`config.mk`:
```
export PLATFORM = sky130hd
export DESIGN_NAME = bole_ctrl
export DESIGN_NICKNAME = d
export VERILOG_FILES = /design/src/bole_pkg.sv /design/src/bole_ctrl.sv
export SDC_FILE = /design/constraint.sdc
export NUM_CORES = 1
export LEC_CHECK = 0
export BUFFER_PORTS_ARGS = -buffer_cell sky130_fd_sc_hd__buf_2
export CORE_AREA = 2 2 39 41
export CTS_BUF_LIST = sky130_fd_sc_hd__clkbuf_8 sky130_fd_sc_hd__clkbuf_16
export CTS_CLUSTER_DIAMETER = 150
export DETAILED_ROUTE_END_ITERATION = 10
export DIE_AREA = 0 0 41 43
export PLACE_DENSITY = 0.33
export SLEW_MARGIN = 40
export SYNTH_ARGS = -nofsm -noshare
export SYNTH_HDL_FRONTEND = slang
export SYNTH_SLANG_ARGS = --single-unit
```
`constraint.sdc`:
```
create_clock -name clk_i -period 2.47 [get_ports clk_i]
set_input_delay 0.1235 -clock clk_i [delete_from_list [all_inputs] [get_ports clk_i]]
set_output_delay 0.1235 -clock clk_i [all_outputs]
set_load 0.01 [all_outputs]
```
`src/bole_pkg.sv`:
```
`timescale 1ns / 1ps
`default_nettype none
package bole_pkg;

  localparam int unsigned DefDepth    = 64;
  localparam int unsigned DefDataBits = 32;

  // command codes
  localparam logic [2:0] CMD_INSERT     = 3'd0;
  localparam logic [2:0] CMD_APPEND     = 3'd1;
  localparam logic [2:0] CMD_DELETE     = 3'd2;
  localparam logic [2:0] CMD_DELETE_END = 3'd3;
  localparam logic [2:0] CMD_SEARCH     = 3'd4;
  localparam logic [2:0] CMD_SIZE       = 3'd5;

  // status codes
  localparam logic [2:0] ST_OK    = 3'd0;
  localparam logic [2:0] ST_EMPTY = 3'd1;
  localparam logic [2:0] ST_OOB   = 3'd2;
  localparam logic [2:0] ST_FULL  = 3'd3;
  localparam logic [2:0] ST_MISS  = 3'd4;

  // controller to datapath
  typedef struct packed {
    logic load;
    logic exec;
    logic find;
  } bole_cmd_t;

  // datapath to controller
  typedef struct packed {
    logic is_search;
  } bole_stat_t;

endpackage
`default_nettype wire

```
`src/bole_ctrl.sv`:
```
`timescale 1ns / 1ps
`default_nettype none
module bole_ctrl
  import bole_pkg::*;
(
  input  wire logic       clk_i,
  input  wire logic       rst_ni,
  input  wire logic       in_valid_i,
  output logic            in_ready_o,
  output logic            out_valid_o,
  input  wire logic       out_ready_i,
  output bole_cmd_t       cmd_o,
  input  wire bole_stat_t stat_i
);

  localparam logic [1:0] S_IDLE = 2'd0;
  localparam logic [1:0] S_EXEC = 2'd1;
  localparam logic [1:0] S_FIND = 2'd2;
  localparam logic [1:0] S_HOLD = 2'd3;

  logic [1:0] state_q, state_d;

  // next state
  always_comb begin
    state_d = state_q;
    unique case (state_q)
      S_IDLE: if (in_valid_i) state_d = S_EXEC;
      S_EXEC: state_d = stat_i.is_search ? S_FIND : S_HOLD;
      S_FIND: state_d = S_HOLD;
      S_HOLD: if (out_ready_i) state_d = S_IDLE;
      default: state_d = S_IDLE;
    endcase
  end

  always_ff @(posedge clk_i or negedge rst_ni) begin
    if (!rst_ni) state_q <= S_IDLE;
    else         state_q <= state_d;
  end

  assign in_ready_o  = (state_q == S_IDLE);
  assign out_valid_o = (state_q == S_HOLD);
  assign cmd_o.load  = (state_q == S_IDLE) && in_valid_i;
  assign cmd_o.exec  = (state_q == S_EXEC);
  assign cmd_o.find  = (state_q == S_FIND);

endmodule
`default_nettype wire

```
Word-level counts from Yosys, hierarchy flattened
Index checks and enable logic that the tools add are counted.

word-level totals
  input bits = 5
  output and inout port bits = 5
  flip-flop bits (word level) = 2

cells by class
  eq/ne operators = 5
  mux-type cells = 4
  reductions and logical operators = 3

operator list
  kind                                                                      number
  2-bit case mux with 4 select lines                                        1
  2-bit equality test (second input constant)                               2
  2-bit two-way mux                                                         2
  2-bit by 1-bit equality test with 1-bit output (second input constant)    1
  2-bit zero test                                                           1
  2-bit by 1-bit inequality test with 1-bit output (second input constant)  1
  2-bit inequality test (second input constant)                             1
  2-bit AND reduction                                                       1
  1-bit logical AND                                                         1
  1-bit two-way mux                                                         1

Logic depth before layout (Yosys ltp)
  depth in word-level cells = 3
  gate-level depth with buffers = 5
  depth with buffers taken out = 5

Worst setup path before layout
Ideal clock, no wire load.

  path type = register to register
  from = reg state_q[0]
  to = reg state_q[1]
  arrival time = 1.231 ns
  required time = 2.345 ns
  setup time = 0.125 ns
  path buffers = 0
  stages on the path, launching flop included = 5
  slack = 1.114 ns
  clock period less this slack = 1.356 ns
  path through = dfrtp_1 > ha_1 > nor2b_4 > a21o_1 > mux2_4

on the way
  word-level cells in the longest chain between the ends = 3
  elaborated cells on any way between the ends = 8

RTL lines
  what                                                        RTL line         source
  from (decl)                                                 bole_ctrl.sv:21  logic [1:0] state_q, state_d;
  from (signal assigned)                                      bole_ctrl.sv:37  else state_q <= state_d;
  2-bit equality test (*)                                     n/a
  via out_valid_o                                             bole_ctrl.sv:10  output logic out_valid_o,
  2-bit by 1-bit inequality test with 1-bit output (no line)  n/a
  2-bit AND reduction (no line)                               n/a

Mark *: on every way through the listed nets, which the timed path passes. The rest lies on a longest branch.
A chain may end at the register's enable or synchronous reset.

Final worst setup path
  from = reg state_q[0]
  to = reg state_q[1]

on the way
  word-level cells in the longest chain between the ends = 3
  elaborated cells on any way between the ends = 8

RTL lines
  what                                                                                                        RTL line         source
  2-bit equality test / 2-bit zero test (equally long branches)                                               bole_ctrl.sv:26  unique case (state_q)
  2-bit by 1-bit inequality test with 1-bit output (no line) / 2-bit inequality test (equally long branches)  n/a
  2-bit AND reduction (no line)                                                                               n/a

Parallel ways exist; a longest one is shown, timed or not.

==> results.json <==
{
  "status": "finished clean",
  "power.density_nw_per_um2": 1340,
  "wirelength_um": 399,
  "skew_ns": 0.00138,
  "max_freq_ghz": 0.732,
  "final_layout_size_suffix_gt1_share_pct": 46.7,
  "setup_viol": 0,
  "path_max_fanout": 5,
  "final_hold_viol_count": 0,
  "crit_required_ns": 2.56,
  "arrival_ns": 1.45,
  "portBuffers": 9,
  "cpMaxStageDelayCell": "dfrtp_1",
  "start_util_pct": 12.9,
  "grt_max_degree": 6,
  "boundaryPins": 10,
  "grt_pass1_wl_um": 621,
  "antenna_found_initial": 0,
  "post_drt_wl_per_cell_um": 8.67,
  "max-vdd-ir-drop_v": 0.000337,
  "htreeDepth": 1,
  "largestRegisters": "state_q (2)",
  "leakagePower_nw": 0.169,
  "ys_ff_latch": 2,
  "timing.slew.headroom_pct": 85.8,
  "grt-ovfl-total": 0,
  "drc": 0,
  "grt_pass1_vias": 168,
  "grt_use_total_pct": 5.21,
  "num-nets-final": 41,
  "most-common-layout-cells": "9 x buf_2, 4 x ha_1, 3 x inv_1, 3 x clkbuf_8",
  "rows": 14,
  "fp.dieW_um": 41,
  "clock-sinks": 2,
  "antenna_cells": 0,
  "cts_tree": "yes",
  "tns_ns": 0,
  "clk_pin_slew_worst_paths_ns": 0.03,
  "syn_inst": 17,
  "via_count": 158,
  "synth.avg_cell_area_sq_um": 10.5,
  "regMostFlops": "state_q",
  "vias_per_cell": 3.43,
  "grt_setup_unrepaired": "false",
  "core_area_sq_um": 1380,
  "min_path_type": "input port to asynchronous set/reset pin",
  "slew_violations": 0,
  "cp-end-kind": "flip-flop",
  "cpPeakStageDelay_ns": 0.42,
  "largest_register_ffs": 2,
  "worstPathCellList": "ha_1 > nor2b_4 > a21o_1 > mux2_4",
  "die_h_um": 43,
  "dr.pass1.iters": 2,
  "fin_crit_ns": 1.37,
  "period_share_pct": 55.3,
  "path_class": "flip-flop to flip-flop",
  "drv_cap": 0,
  "cts_max_path_buffers": 2,
  "die-area_sq_um": 1760,
  "cts_resized": 0,
  "utilization_pct": 21.3,
  "root_buffer": "clkbuf_8",
  "place.detailed.hpwl_um": 313,
  "drtIter0Drc": 1,
  "place.gp.congestion": 0.627,
  "synthesis.area_sq_um": 179,
  "syn_nets": 26,
  "ys_warn_count": 0,
  "synth_cell_types": 10,
  "cts_made_buffers": 3,
  "start_kind": "flip-flop",
  "worst_pin_slew_ns": 0.211,
  "antenna_left": 0,
  "area_delta_synth_final_pct": 65.0,
  "synth_seq_area_share_pct": 28.0,
  "final_common_cell": "buf_2",
  "clkLatencyLatePin_ns": 0.21,
  "post_cts_buffers": 0
}
what timing repair did:
action | in CTS | in global routing
setup endpoints to repair | 0 | 0
endpoints found under the hold margin | 2 | 0
hold buffers | 1 | 0
routing by layer:
metal / track usage [%] / part of all wire (%) / routed length [um] / vias up
met2: 6.56 / 40 / 161 / 8
met5: 0 / 0 / 0 / -
met4: 4.00 / 0 / 0 / 0
met3: 1.57 / 8.8 / 35 / 0
li1: - / - / - / 81
met1: 7.01 / 51 / 202 / 69
worst paths after layout:
kind / start / endpoint / slack [ns] / depth (start not counted)
max in group asynchronous: rst_ni / state_q[1] / 2.13 / 2
max reg2reg: state_q[0] / state_q[1] / 1.10 / 4
min reg2reg: state_q[0] / state_q[0] / 0.56 / 1
min: rst_ni / state_q[0] / 0.24 / 2
min in group clk_i: stat_i / state_q[0] / 0.30 / 4
max: state_q[0] / state_q[1] / 1.10 / 4
Yosys cell counts:
cell type / number / share of area, %
inv_1: 3 / 6.3
and2_1: 1 / 3.5
o31ai_1: 2 / 8.4
dfrtp_1: 2 / 28
ha_1: 4 / 28
nor2b_4: 1 / 7.7
nor2b_1: 1 / 3.5
nor2_1: 1 / 2.1
mux2_4: 1 / 8.4
a21o_1: 1 / 4.2
through the flow:
step | power [mW] | setup WS, ns | hold WS (ns) | instances | cell area [sq um]
after CTS | 0.408 | 1.08 | 0.233 | 46 | 295
after global routing | 0.435 | 1.02 | 0.241 | 46 | 295
after detailed placement | 0.276 | 1.10 | -0.0881 | 42 | 244
final | 0.396 | 1.10 | 0.239 | 46 | 295
after floorplan | 0.216 | 1.11 | -0.172 | 17 | 179
after global placement | 0.272 | 1.10 | -0.0929 | 42 | 244
worst max-delay path, delay by kind of cell, from the launching register on:
| kind | cells | cell delay (ns) |
|---|---|---|
| simple gates | 1 | 0.13 |
| flops | 1 | 0.42 |
| mux | 1 | 0.29 |
| fa+ha+maj | 1 | 0.23 |
| compound gates | 1 | 0.17 |
layout make-up:
type	instances	area, sq um
Multi-Input combinational cell	12	118
Tap cell	16	20.0
Sequential cell	2	50.0
Inverter	3	11.3
Fill cell	145	1090
Clock buffer	3	41.3
Timing Repair Buffer	10	55.1
cells by family (layout without fill, tap and decap cells):
| logic type | count (synthesis) | after routing | synth area share (%) |
|---|---|---|---|
| AOI/OAI and AO/OA | 3 | 3 | 12.6 |
| DFF | 2 | 2 | 28.0 |
| buffers and inverters | 3 | 16 | 6.29 |
| muxes | 1 | 1 | 8.39 |
| adders and majority gates | 4 | 4 | 28.0 |
| and+or+nand+nor | 4 | 4 | 16.8 |
report_power, final:
group | internal [mW] | switching (mW) | leakage (nW)
registers | 0.0518 | 0.0241 | 0.0237
clock network | 0.103 | 0.0236 | 0.0216
logic | 0.104 | 0.0904 | 0.124
Note: power is estimated with default switching activity, not from simulation.
